<file path="config.mk">
export PLATFORM = sky130hd
export DESIGN_NAME = variable_partition_allocator
export DESIGN_NICKNAME = d
export VERILOG_FILES = /design/src/rtl/core/vpa_pkg.sv /design/src/rtl/core/variable_partition_allocator.sv
export SDC_FILE = /design/constraint.sdc
export NUM_CORES = 2
export LEC_CHECK = 0
export ABC_CLOCK_PERIOD_IN_PS = 12250
export BUFFER_PORTS_ARGS = -buffer_cell sky130_fd_sc_hd__buf_2
export CORE_ASPECT_RATIO = 0.8
export CORE_MARGIN = 3
export CORE_UTILIZATION = 35
export CTS_CLUSTER_SIZE = 10
export DETAILED_ROUTE_END_ITERATION = 16
export GPL_TIMING_DRIVEN = 0
export SYNTH_ARGS = -nofsm -noshare
export SYNTH_HDL_FRONTEND = slang
export SYNTH_SLANG_ARGS = --single-unit
</file>
<file path="constraint.sdc">
create_clock -name clock -period 12.25 [get_ports clock]
set_input_delay 2.45 -clock clock [delete_from_list [all_inputs] [get_ports clock]]
set_output_delay 2.45 -clock clock [all_outputs]
set_load 0.03 [all_outputs]
</file>
<file path="src/rtl/core/vpa_pkg.sv">
// vpa_pkg: shared types and codes for the variable partition allocator
// no dependencies
package vpa_pkg;

   typedef enum logic [2:0] {
      OP_ALLOC    = 3'd0,
      OP_FREE     = 3'd1,
      OP_SWAP     = 3'd2,
      OP_FREE_PID = 3'd3,
      OP_COMPACT  = 3'd4
   } op_type;

   typedef enum logic [2:0] {
      ST_OK         = 3'd0,
      ST_ZERO       = 3'd1,
      ST_NO_SPACE   = 3'd2,
      ST_NOT_FOUND  = 3'd3,
      ST_NO_SWAP    = 3'd4,
      ST_FULL       = 3'd5,
      ST_NO_COMPACT = 3'd6
   } status_type;

   localparam logic [1:0] FIT_BEST  = 2'd1;
   localparam logic [1:0] FIT_WORST = 2'd2;

   // one table row: start, size, owner, free, swapped
   typedef struct packed {
      logic [15:0] start;
      logic [15:0] size;
      logic [15:0] owner;
      logic        free;
      logic        swapped;
   } seg_type;

endpackage

</file>
<file path="src/rtl/core/variable_partition_allocator.sv">
// variable_partition_allocator: segment table allocator, top level
// depends on vpa_pkg
//
// usage
//  - configuration: csr_we / csr_wdata write fit_mode (0 first, 1 best,
//    2 worst fit, 3 first fit); write only while busy is low
//  - request channel: a request is taken at a clock edge with start high
//    and busy low; fields req_operation, req_request_size, req_process_id,
//    req_release_address
//  - response channel: each response is on the rsp_ ports for exactly one
//    cycle with rsp_valid high; rsp_last_result marks the last one.
//    the receiver cannot stall, so no response is ever held back
//  - the segment table lives in a memory with one write port and one read
//    port and a registered read; every operation but a zero-size alloc or an
//    unknown code walks the table through it, one entry at a time
//  - an alloc with an exact fit takes over the entry; otherwise the front is
//    split off and the upper entries are shifted up by one. compact raises
//    one response per resident segment. rsp_valid and the rsp_ fields are
//    registered outputs
//  - a new request is taken only after the block has passed S_DONE back to
//    S_IDLE (busy low); unknown operation codes finish with no response
//  - reset: busy stays high for one cycle after reset while entry 0 is
//    written with one free segment covering all memory
module variable_partition_allocator
   import vpa_pkg::*;
#(
   parameter int MAX_SEGMENTS = 32,
   parameter int TOTAL_KB     = 1024
) (
   input  logic        clock,
   input  logic        reset,
   input  logic        csr_we,
   input  logic [1:0]  csr_wdata,
   input  logic        start,
   output logic        busy,
   input  logic [2:0]  req_operation,
   input  logic [15:0] req_request_size,
   input  logic [15:0] req_process_id,
   input  logic [15:0] req_release_address,
   output logic        rsp_valid,
   output logic [2:0]  rsp_status,
   output logic [15:0] rsp_result_address,
   output logic [15:0] rsp_former_address,
   output logic [15:0] rsp_result_size,
   output logic [15:0] rsp_result_owner,
   output logic [6:0]  rsp_segment_count,
   output logic        rsp_last_result
);

   localparam int IW = (MAX_SEGMENTS > 1) ? $clog2(MAX_SEGMENTS) : 1;
   localparam int CW = $clog2(MAX_SEGMENTS + 1);
   localparam logic [CW-1:0] MAX_C = CW'(MAX_SEGMENTS);
   localparam logic [15:0] TOTAL = 16'(TOTAL_KB);

   typedef enum logic [4:0] {
      S_CLEAR, S_IDLE,
      // generic merge pass: reads i, then i+1, writes, compaction style
      S_M_RD, S_M_RD2, S_M_CHK,
      S_F_RD, S_F_CHK,            // alloc fit search
      S_A_RD, S_A_HIT,            // alloc apply
      S_SH_RD, S_SH_WR,           // shift up for insert
      S_FA_RD, S_FA_CHK,          // free by address search
      S_SW_RD, S_SW_CHK,          // swap out
      S_FP_RD,                    // free by process
      S_C_RD, S_C_CHK, S_C_TAIL,  // compact
      S_DONE
   } state_type;

   // merge modes
   typedef enum logic [1:0] {
      MG_AVAIL, MG_FREE, MG_FREE_PID
   } merge_type;

   // ---- segment memory: one write port, one read port, registered read
   seg_type          mem [MAX_SEGMENTS];
   logic             mem_we;
   logic [IW-1:0]    mem_waddr;
   seg_type          mem_wdata;
   logic [IW-1:0]    mem_raddr;
   seg_type          mem_rdata_ff;

   always_ff @(posedge clock) begin
      if (mem_we) begin
         mem[mem_waddr] <= mem_wdata;
      end
      mem_rdata_ff <= mem[mem_raddr];
   end

   // ---- control registers
   state_type     state_ff, state_in;
   merge_type     mode_ff, mode_in;
   logic [1:0]    fit_ff;
   logic [CW-1:0] total_ff, total_in;   // live segment count
   logic [CW-1:0] i_ff, i_in;           // read cursor
   logic [CW-1:0] w_ff, w_in;           // write cursor (merge / compact)
   seg_type       acc_ff, acc_in;       // segment being merged or moved
   logic          has_ff, has_in;       // acc holds a segment
   logic [2:0]    op_ff, op_in;
   logic [15:0]   req_ff, req_in;
   logic [15:0]   pid_ff, pid_in;
   logic [15:0]   addr_ff, addr_in;
   logic          best_ok_ff, best_ok_in;
   logic [CW-1:0] best_ff, best_in;
   logic [15:0]   bsize_ff, bsize_in;
   logic [15:0]   sum_ff, sum_in;       // KB total / compaction cursor
   logic [6:0]    cnt_ff, cnt_in;
   seg_type       hold_ff, hold_in;     // held packed segment for compact
   logic          hold_v_ff, hold_v_in;
   logic          rv_in;
   logic [2:0]    rst_in;
   logic [15:0]   ra_in, fa_in, rs_in, ro_in;
   logic [6:0]    rc_in;
   logic          rl_in;

   assign busy = (state_ff != S_IDLE);

   seg_type rd;
   assign rd = mem_rdata_ff;

   logic rd_avail;
   assign rd_avail = rd.free | rd.swapped;

   always_comb begin
      state_in   = state_ff;
      mode_in    = mode_ff;
      total_in   = total_ff;
      i_in       = i_ff;
      w_in       = w_ff;
      acc_in     = acc_ff;
      has_in     = has_ff;
      op_in      = op_ff;
      req_in     = req_ff;
      pid_in     = pid_ff;
      addr_in    = addr_ff;
      best_ok_in = best_ok_ff;
      best_in    = best_ff;
      bsize_in   = bsize_ff;
      sum_in     = sum_ff;
      cnt_in     = cnt_ff;
      hold_in    = hold_ff;
      hold_v_in  = hold_v_ff;
      mem_we     = 1'b0;
      mem_waddr  = i_ff[IW-1:0];
      mem_wdata  = acc_ff;
      mem_raddr  = i_ff[IW-1:0];
      rv_in      = 1'b0;
      rst_in     = ST_OK;
      ra_in      = '0;
      fa_in      = '0;
      rs_in      = '0;
      ro_in      = '0;
      rc_in      = '0;
      rl_in      = 1'b1;

      case (state_ff)
         S_CLEAR: begin
            // write the whole-memory free segment at entry 0
            mem_we    = 1'b1;
            mem_waddr = '0;
            mem_wdata = '{start: '0, size: TOTAL, owner: '0, free: 1'b1,
                          swapped: 1'b0};
            total_in  = CW'(1);
            state_in  = S_IDLE;
         end

         S_IDLE: begin
            i_in = '0;
            w_in = '0;
            has_in = 1'b0;
            if (start) begin
               op_in   = req_operation;
               req_in  = req_request_size;
               pid_in  = req_process_id;
               addr_in = req_release_address;
               sum_in  = '0;
               cnt_in  = '0;
               best_ok_in = 1'b0;
               hold_v_in  = 1'b0;
               case (req_operation)
                  OP_ALLOC: begin
                     if (req_request_size == '0) begin
                        rv_in    = 1'b1;
                        rst_in   = ST_ZERO;
                        state_in = S_DONE;
                     end else begin
                        mode_in  = MG_AVAIL;
                        state_in = S_M_RD;
                     end
                  end
                  OP_FREE:     state_in = S_FA_RD;
                  OP_SWAP:     state_in = S_SW_RD;
                  OP_FREE_PID: state_in = S_FP_RD;
                  OP_COMPACT:  state_in = S_C_RD;
                  default:     state_in = S_DONE;
               endcase
            end
         end

         // ---- streaming merge: read each entry, fold into acc, write out
         // at the write cursor. MG_FREE_PID also frees pid-owned entries
         S_M_RD: begin
            if (i_ff == total_ff) begin
               if (has_ff) begin
                  mem_we    = 1'b1;
                  mem_waddr = w_ff[IW-1:0];
                  mem_wdata = acc_ff;
                  w_in      = w_ff + CW'(1);
               end
               state_in = S_M_CHK;
            end else begin
               state_in = S_M_RD2;
            end
         end

         S_M_RD2: begin
            // rd holds entry i
            seg_type s;
            logic    joinable;
            s = rd;
            if (mode_ff == MG_FREE_PID && !s.free && s.owner == pid_ff) begin
               sum_in = sum_ff + s.size;
               cnt_in = cnt_ff + 7'd1;
               s.free = 1'b1;
               s.swapped = 1'b0;
               s.owner = '0;
            end
            if (mode_ff == MG_AVAIL) begin
               joinable = has_ff && (acc_ff.free | acc_ff.swapped) &&
                          (s.free | s.swapped);
            end else begin
               joinable = has_ff && acc_ff.free && s.free;
            end
            if (joinable) begin
               acc_in.size = acc_ff.size + s.size;
               if (mode_ff == MG_AVAIL) begin
                  acc_in.free = 1'b1;
                  acc_in.swapped = 1'b0;
                  acc_in.owner = '0;
               end
            end else begin
               if (has_ff) begin
                  mem_we    = 1'b1;
                  mem_waddr = w_ff[IW-1:0];
                  mem_wdata = acc_ff;
                  w_in      = w_ff + CW'(1);
               end
               acc_in = s;
            end
            has_in   = 1'b1;
            i_in     = i_ff + CW'(1);
            mem_raddr = i_in[IW-1:0];
            state_in = S_M_RD;
         end

         S_M_CHK: begin
            total_in = w_ff;
            i_in     = '0;
            has_in   = 1'b0;
            case (op_ff)
               OP_ALLOC: state_in = S_F_RD;
               OP_FREE: begin
                  rv_in    = 1'b1;
                  ra_in    = addr_ff;
                  rs_in    = hold_ff.size;
                  ro_in    = hold_ff.owner;
                  state_in = S_DONE;
               end
               default: begin
                  rv_in = 1'b1;
                  if (cnt_ff == '0) begin
                     rst_in = ST_NOT_FOUND;
                  end else begin
                     rs_in = sum_ff;
                     ro_in = pid_ff;
                     rc_in = cnt_ff;
                  end
                  state_in = S_DONE;
               end
            endcase
         end

         // ---- fit search over the merged table
         S_F_RD: begin
            if (i_ff == total_ff) begin
               state_in = S_A_RD;
            end else begin
               state_in = S_F_CHK;
            end
         end

         S_F_CHK: begin
            logic take;
            take = 1'b0;
            if (rd_avail && rd.size >= req_ff) begin
               if (fit_ff == FIT_BEST) begin
                  take = !best_ok_ff || rd.size < bsize_ff;
               end else if (fit_ff == FIT_WORST) begin
                  take = !best_ok_ff || rd.size > bsize_ff;
               end else begin
                  take = !best_ok_ff;
               end
            end
            if (take) begin
               best_ok_in = 1'b1;
               best_in    = i_ff;
               bsize_in   = rd.size;
            end
            i_in      = i_ff + CW'(1);
            mem_raddr = i_in[IW-1:0];
            state_in  = S_F_RD;
         end

         S_A_RD: begin
            mem_raddr = best_ff[IW-1:0];
            if (!best_ok_ff) begin
               rv_in    = 1'b1;
               rst_in   = ST_NO_SPACE;
               state_in = S_DONE;
            end else if (bsize_ff != req_ff && total_ff >= MAX_C) begin
               rv_in    = 1'b1;
               rst_in   = ST_FULL;
               state_in = S_DONE;
            end else begin
               state_in = S_A_HIT;
            end
         end

         S_A_HIT: begin
            seg_type s;
            s = rd;
            rv_in = 1'b1;
            ra_in = s.start;
            if (s.size == req_ff) begin
               s.free = 1'b0;
               s.swapped = 1'b0;
               s.owner = pid_ff;
               mem_we    = 1'b1;
               mem_waddr = best_ff[IW-1:0];
               mem_wdata = s;
               state_in  = S_DONE;
            end else begin
               // remainder moves up, new owned piece goes at best
               hold_in = '{start: s.start + req_ff, size: s.size - req_ff,
                           owner: s.owner, free: s.free, swapped: s.swapped};
               acc_in  = '{start: s.start, size: req_ff, owner: pid_ff,
                           free: 1'b0, swapped: 1'b0};
               rv_in   = 1'b0;
               addr_in = s.start;
               i_in    = total_ff;
               state_in = S_SH_RD;
            end
         end

         // shift entries best+1..total-1 up by one, top down
         S_SH_RD: begin
            if (i_ff == best_ff + CW'(1)) begin
               mem_we    = 1'b1;
               mem_waddr = i_ff[IW-1:0];
               mem_wdata = hold_ff;
               state_in  = S_SH_WR;
            end else begin
               mem_raddr = IW'(i_ff - CW'(1));
               state_in  = S_SH_WR;
               has_in    = 1'b1;
            end
         end

         S_SH_WR: begin
            if (has_ff) begin
               mem_we    = 1'b1;
               mem_waddr = i_ff[IW-1:0];
               mem_wdata = rd;
               has_in    = 1'b0;
               i_in      = i_ff - CW'(1);
               state_in  = S_SH_RD;
            end else begin
               mem_we    = 1'b1;
               mem_waddr = best_ff[IW-1:0];
               mem_wdata = acc_ff;
               total_in  = total_ff + CW'(1);
               rv_in     = 1'b1;
               ra_in     = addr_ff;
               state_in  = S_DONE;
            end
         end

         // ---- free by address: find first non-free at addr
         S_FA_RD: begin
            if (i_ff == total_ff) begin
               rv_in    = 1'b1;
               rst_in   = ST_NOT_FOUND;
               state_in = S_DONE;
            end else begin
               state_in = S_FA_CHK;
            end
         end

         S_FA_CHK: begin
            if (rd.start == addr_ff && !rd.free) begin
               hold_in   = rd;
               mem_we    = 1'b1;
               mem_waddr = i_ff[IW-1:0];
               mem_wdata = '{start: rd.start, size: rd.size, owner: '0,
                             free: 1'b1, swapped: 1'b0};
               mode_in   = MG_FREE;
               i_in      = '0;
               w_in      = '0;
               has_in    = 1'b0;
               mem_raddr = '0;
               state_in  = S_M_RD;
            end else begin
               i_in      = i_ff + CW'(1);
               mem_raddr = i_in[IW-1:0];
               state_in  = S_FA_RD;
            end
         end

         // ---- swap out
         S_SW_RD: begin
            if (i_ff == total_ff) begin
               rv_in = 1'b1;
               if (cnt_ff == '0) begin
                  rst_in = ST_NO_SWAP;
               end else begin
                  rs_in = sum_ff;
                  ro_in = pid_ff;
                  rc_in = cnt_ff;
               end
               state_in = S_DONE;
            end else begin
               state_in = S_SW_CHK;
            end
         end

         S_SW_CHK: begin
            if (!rd.free && !rd.swapped && rd.owner == pid_ff) begin
               mem_we    = 1'b1;
               mem_waddr = i_ff[IW-1:0];
               mem_wdata = '{start: rd.start, size: rd.size, owner: rd.owner,
                             free: 1'b0, swapped: 1'b1};
               sum_in    = sum_ff + rd.size;
               cnt_in    = cnt_ff + 7'd1;
            end
            i_in      = i_ff + CW'(1);
            mem_raddr = i_in[IW-1:0];
            state_in  = S_SW_RD;
         end

         // ---- free by process: one merging pass that frees as it goes
         S_FP_RD: begin
            mode_in  = MG_FREE_PID;
            state_in = S_M_RD;
         end

         // ---- compact: pack resident entries, one response each
         S_C_RD: begin
            if (i_ff == total_ff) begin
               state_in = S_C_TAIL;
            end else begin
               state_in = S_C_CHK;
            end
         end

         S_C_CHK: begin
            if (!rd.free && !rd.swapped) begin
               if (hold_v_ff) begin
                  // emit the held one now that we know it is not last
                  rv_in     = 1'b1;
                  ra_in     = sum_ff;
                  fa_in     = hold_ff.start;
                  ro_in     = hold_ff.owner;
                  rl_in     = 1'b0;
                  mem_we    = 1'b1;
                  mem_waddr = w_ff[IW-1:0];
                  mem_wdata = '{start: sum_ff, size: hold_ff.size,
                                owner: hold_ff.owner, free: 1'b0,
                                swapped: 1'b0};
                  w_in      = w_ff + CW'(1);
                  sum_in    = sum_ff + hold_ff.size;
               end
               hold_in   = rd;
               hold_v_in = 1'b1;
            end
            i_in      = i_ff + CW'(1);
            mem_raddr = i_in[IW-1:0];
            state_in  = S_C_RD;
         end

         S_C_TAIL: begin
            rv_in = 1'b1;
            if (!hold_v_ff) begin
               rst_in    = ST_NO_COMPACT;
               mem_we    = 1'b1;
               mem_waddr = '0;
               mem_wdata = '{start: '0, size: TOTAL, owner: '0, free: 1'b1,
                             swapped: 1'b0};
               total_in  = CW'(1);
               state_in  = S_DONE;
            end else begin
               ra_in     = sum_ff;
               fa_in     = hold_ff.start;
               ro_in     = hold_ff.owner;
               mem_we    = 1'b1;
               mem_waddr = w_ff[IW-1:0];
               mem_wdata = '{start: sum_ff, size: hold_ff.size,
                             owner: hold_ff.owner, free: 1'b0, swapped: 1'b0};
               w_in      = w_ff + CW'(1);
               sum_in    = sum_ff + hold_ff.size;
               total_in  = w_ff + CW'(1);
               hold_v_in = 1'b0;
               state_in  = S_DONE;
               if ((32'(sum_ff) + 32'(hold_ff.size)) < 32'(TOTAL_KB) &&
                   (w_ff + CW'(1)) < MAX_C) begin
                  // free tail appended next cycle
                  state_in = S_C_RD;
                  i_in     = total_ff;
                  has_in   = 1'b1;
               end
            end
         end

         S_DONE: state_in = S_IDLE;

         default: state_in = S_IDLE;
      endcase

      // free tail after compaction: reached from S_C_TAIL with has set
      if (state_ff == S_C_RD && has_ff && op_ff == OP_COMPACT) begin
         mem_we    = 1'b1;
         mem_waddr = w_ff[IW-1:0];
         mem_wdata = '{start: sum_ff, size: TOTAL - sum_ff, owner: '0,
                       free: 1'b1, swapped: 1'b0};
         total_in  = w_ff + CW'(1);
         has_in    = 1'b0;
         rv_in     = 1'b0;
         state_in  = S_DONE;
      end
   end

   always_ff @(posedge clock) begin
      if (reset) begin
         state_ff   <= S_CLEAR;
         fit_ff     <= '0;
         total_ff   <= CW'(1);
         rsp_valid  <= 1'b0;
         mode_ff    <= MG_AVAIL;
         has_ff     <= 1'b0;
         hold_v_ff  <= 1'b0;
      end else begin
         state_ff   <= state_in;
         mode_ff    <= mode_in;
         total_ff   <= total_in;
         has_ff     <= has_in;
         hold_v_ff  <= hold_v_in;
         rsp_valid  <= rv_in;
         if (csr_we) begin
            fit_ff <= csr_wdata;
         end
      end
      i_ff       <= i_in;
      w_ff       <= w_in;
      acc_ff     <= acc_in;
      op_ff      <= op_in;
      req_ff     <= req_in;
      pid_ff     <= pid_in;
      addr_ff    <= addr_in;
      best_ok_ff <= best_ok_in;
      best_ff    <= best_in;
      bsize_ff   <= bsize_in;
      sum_ff     <= sum_in;
      cnt_ff     <= cnt_in;
      hold_ff    <= hold_in;
      rsp_status         <= rst_in;
      rsp_result_address <= ra_in;
      rsp_former_address <= fa_in;
      rsp_result_size    <= rs_in;
      rsp_result_owner   <= ro_in;
      rsp_segment_count  <= rc_in;
      rsp_last_result    <= rl_in;
   end

   // table never grows past its capacity nor empties
   a_total_range: assert property (@(posedge clock) disable iff (reset)
      total_ff <= MAX_C && total_ff != '0)
      else $error("segment count out of range");

   // a request taken while idle makes the block busy
   a_busy_after_start: assert property (@(posedge clock) disable iff (reset)
      (start && !busy) |=> busy)
      else $error("request taken without going busy");

   // responses only follow a taken request or an operation in flight
   a_rsp_in_op: assert property (@(posedge clock) disable iff (reset)
      rsp_valid |-> $past(busy || start))
      else $error("response outside an operation");

endmodule

</file>
==> reports/qor.csv <==
stage;metric;value;unit
yosys;synth unique cells;87;
clocking;CTS tree;done;
cells_and_area;Final Net Count;6980;
floorplan;starting density of the core;0.353;
floorplan;Core Area;233000;sq um
worst_setup_path;CP endpoint kind;flop;
run;max-cap violation count;2;
yosys;syn nets;6483;
yosys;post-synth top area share;0.661;
cells_and_area;layout cell share with drive strength beyond 1;0.107;
drt;met3 routed WL;40900;microns
power_and_ir_drop;Leakage;0.0330;uW
yosys;register area share after synthesis;0.696;
sta;Slew headroom;-0.201;
cells_and_area;Multi-input gate area;23700;sq um
place;Inst Count DP;9710;
run_status;failing checks;max-capacitance violations, max-slew violations;
drt;routed length per instance;28.8;microns
clocking;Inserted Clock Buffers;225;
worst_setup_path;R2R setup slack;5.15;ns
yosys;xor and xnor area share after synthesis;0.0150;
cells_and_area;Fillers;21300;
power_and_ir_drop;P_int;13500;uW
yosys;Syn Inst Count;6321;
hold_path;hold_sp;i_ff[4]$_DFFE_PP_;
cells_and_area;area growth from synthesis to layout;17.1;%
power_and_ir_drop;Sw Share;0.351;
floorplan;DIE WIDTH;548;microns
place;IO buf count;133;
global_routing;initial antenna violation count;30;
clocking;hold_buf cts;0;
clocking;post-CTS setup buffer count;0;
place;post-DP HPWL;204000;microns
place;GPL Wtd Cong;0.986;
sta;unrepaired setup endpoints after global routing;no;
global_routing;gr ovfl total;0;
yosys;share of flip-flops with an asynchronous set or reset;0;
worst_setup_path;FF-to-FF End;mem[9][10]$_DFFE_PP_;
power_and_ir_drop;sequential share of power;0.418;
drt;Pre-Repair DR Iteration Count;9;
hold_path;Hold Path Sink;best_ff[4]$_DFFE_PP_;
sta;Least-Margin Pin Slew;1.80;ns
power_and_ir_drop;Worst VDD drop;142;uV
sta;Fin Hold WS;0.457;ns
yosys;Post-Syn Area;82200;sq um
drt;final wirelength;290000;microns
clocking;Root Buffer Master;clkbuf_16;
worst_setup_path;CP peak stage delay;1.11;ns
floorplan;Ports;134;
clocking;CTS sink cnt;1952;
yosys;post-synthesis simple-gate area fraction;0.114;
clocking;clk buf depth;4;
yosys;post-synthesis mux area share;0.00161;
power_and_ir_drop;pwr/cell area;216;nW/um^2
yosys;Post-synth EDFFs;1809;
run_status;status;finished, violations left;
sta;Period minus WS final;7.10;ns
worst_setup_path;crit-path max FO;8;
clocking;clk slew on worst S/H paths;0.06;ns
drt;DRT iter0 DRCs;9247;
drt;vias per cell;5.85;
yosys;dominant synthesized flop cell;edfxtp_1;
worst_setup_path;CP startpoint kind;flop;
sta;Slew Limit Fails;8;
worst_setup_path;Critical R2R Launch;pid_ff[0]$_DFFE_PP_;
power_and_ir_drop;P_sw;7290;uW
worst_setup_path;Critical Path AT;7.69;ns
yosys;largest family of logic cells by synthesized area;compound AO/OA/AOI/OAI gates;
power_and_ir_drop;Logic pwr share;0.290;
worst_setup_path;worst-path cell chain;xor2_1, nor4_1, nand4_1, o31a_1, a21boi_2, o22ai_1, a221oi_1, o21ai_2, nor4b_2, buf_4, buf_4, buf_4, buf_4;
clocking;CTS-repair resized insts;0;
power_and_ir_drop;clock share of power;0.291;
yosys;Yosys top cell by area;edfxtp_1;
worst_setup_path;Worst path slowest cell;edfxtp_1;
cells_and_area;Sequential Area;57200;sq um
sta;Hold Vio Cnt, Final;0;
drt;Final ANT Viol Nets;0;
drt;routed wl met2;120000;microns
sta;skew final;0.126;ns
clocking;H-tree levels;4;
sta;final worst-path cycle share;0.580;
sta;setup violators final;0;
global_routing;first-pass GRT wire length;403000;microns
yosys;Synth Warn #;0;
floorplan;die height;439;microns
drt;met1 wire length;120000;microns
cells_and_area;Non-Filler Instances;10100;
yosys;post-synthesis adder-cell area fraction;0.0164;
yosys;Mean Syn Cell Area;13.0;sq um
global_routing;vias in the first global route;54500;
worst_setup_path;most frequent CP cell;buf_4;
yosys;flops & latches, synth;1952;
drt;Top Metal Used;met5;
worst_setup_path;Setup CP Type;reg -> reg;
global_routing;largest net degree at the start of global routing;33;
yosys;Synth area leaders;edfxtp_1, nand2_1, a211oi_1;
worst_setup_path;Reg2Reg Depth;13;
hold_path;Hold Crit Class;reg -> reg;
floorplan;Die ar.;241000;sq um
sta;Max Clk Rate;0.141;GHz
worst_setup_path;Critical Path RT;12.83;ns
drt;vias;59000;
hold_path;Hold Path Stages;0;
drt;DRC;0;
sta;Setup TNS;0;ns
global_routing;global-route total usage across every layer;0.232;
yosys;Synth Area in Compound Gates;0.131;
clocking;Clk Latency, worst-skew pair;0.90;ns
floorplan;FP Rows;158;
[kinds of logic after synthesis]
group / count (synthesis)
xor gates and xnor gates: 140
buffers and inverters: 539
adders and majority gates: 105
AOI/OAI and AO/OA: 1568
and+or+nand+nor: 2004
DFF: 1952
muxes: 13
[critical path: cells and delay by family (launching register included)]
kind,cells,cell delay (ns)
xor+xnor,1,0.18
buf+inv,4,1.02
simple gates,3,1.95
flops,1,1.11
compound gates,5,2.51
[per-layer routing]
layer	track usage	vias to the layer above
li1	-	25500
met5	0	-
met1	0.339	29200
met4	0.0678	16
met3	0.0743	498
met2	0.327	3854
[worst max-delay path by stage]
stage | from | endpoint | slack [ns] | cells after the start
CTS | pid_ff[0]$_DFFE_PP_ | mem[9][10]$_DFFE_PP_ | 5.59 | 13
floorplan | req_ff[9]$_DFFE_PP_ | hold_ff[0]$_DFFE_PP_ | 2.13 | 8
finish | pid_ff[0]$_DFFE_PP_ | mem[9][10]$_DFFE_PP_ | 5.15 | 13
global placement | req_ff[15]$_DFFE_PP_ | hold_ff[11]$_DFFE_PP_ | -5.99 | 8
global route | pid_ff[0]$_DFFE_PP_ | mem[8][10]$_DFFE_PP_ | 5.13 | 15
detailed placement | pid_ff[0]$_DFFE_PP_ | mem[9][10]$_DFFE_PP_ | 5.61 | 13
[layout by cell type, fill, tap and decap left out, drive strengths merged, types with 143 or more instances in the layout]
cell type and n:
a211oi 420, edfxtp 1809, nand2 1071, dfxtp 143, a21oi 146, buf 394
and3 416, clkbuf 679, o22ai 212, nor2 189, a31oi 417
[synth_stat cells (all sizes together) (11+ instances only)]
cell type and number:
a221o 28, nor4 77, clkbuf 333, nand2b 13
o31ai 18, xnor2 49, nand3 50, dfxtp 143
inv 81, nand2 1071, a22o 47, o22ai 212
or3 17, mux2i 11, edfxtp 1809, nor3 40
o21a 14, a21o 24, nor2 189, a222oi 25
a31oi 417, o21ai 83, and3 416, nand4 17
a221oi 21, nor2b 23, and2 37, a21boi 15
a22oi 25, a21oi 146, a211oi 420, ha 101
or2 14, buf 124, nor3b 11, xor2 91
[sequential cells by signal, indices dropped and copies added, names as in the netlist, 2 cells and up]
name,count
pid_ff,16
rsp_result_address,16
rsp_former_address,16
addr_ff,16
rsp_result_size,16
fit_ff,2
acc_ff,50
bsize_ff,16
total_ff,6
rsp_result_owner,16
op_ff,3
mode_ff,2
cnt_ff,7
sum_ff,16
mem_rdata_ff,50
best_ff,6
i_ff,6
req_ff,16
w_ff,6
hold_ff,50
state_ff,5
rsp_segment_count,7
mem,1600
rsp_status,3
[power by group through the flow]
stage               logic, uW  registers (uW)  clock network (uW)
floorplan                3360            8600                   0
global placement         5420            8920                   0
detailed placement       5850            8800                   0
CTS                      5880            8670                6130
global route             6380            8710                6420
finish                   6030            8690                6060
[area by class of cell]
type | instances | share of cell area
repair buffers | 270 | 0.0303
diodes | 12 | 0.000312
flip-flops and latches | 1952 | 0.594
inverters | 82 | 0.00320
well taps | 3120 | 0.0406
multi-input cells | 3830 | 0.246
plain buffers | 457 | 0.0192
clock inverters | 15 | 0.00244
clock buffers | 346 | 0.0640
[metrics by stage]
step	setup WS (ns)	area, sq um	total power, uW	util
after floorplan	2.13	82200	12000	-
after global placement	-5.99	86700	14300	0.373
after detailed placement	5.61	89800	14700	0.386
after CTS	5.59	96200	20700	0.413
after global routing	5.13	96200	21500	0.414
final	5.15	96200	20800	0.414
Power figures use the tool's default switching activity.
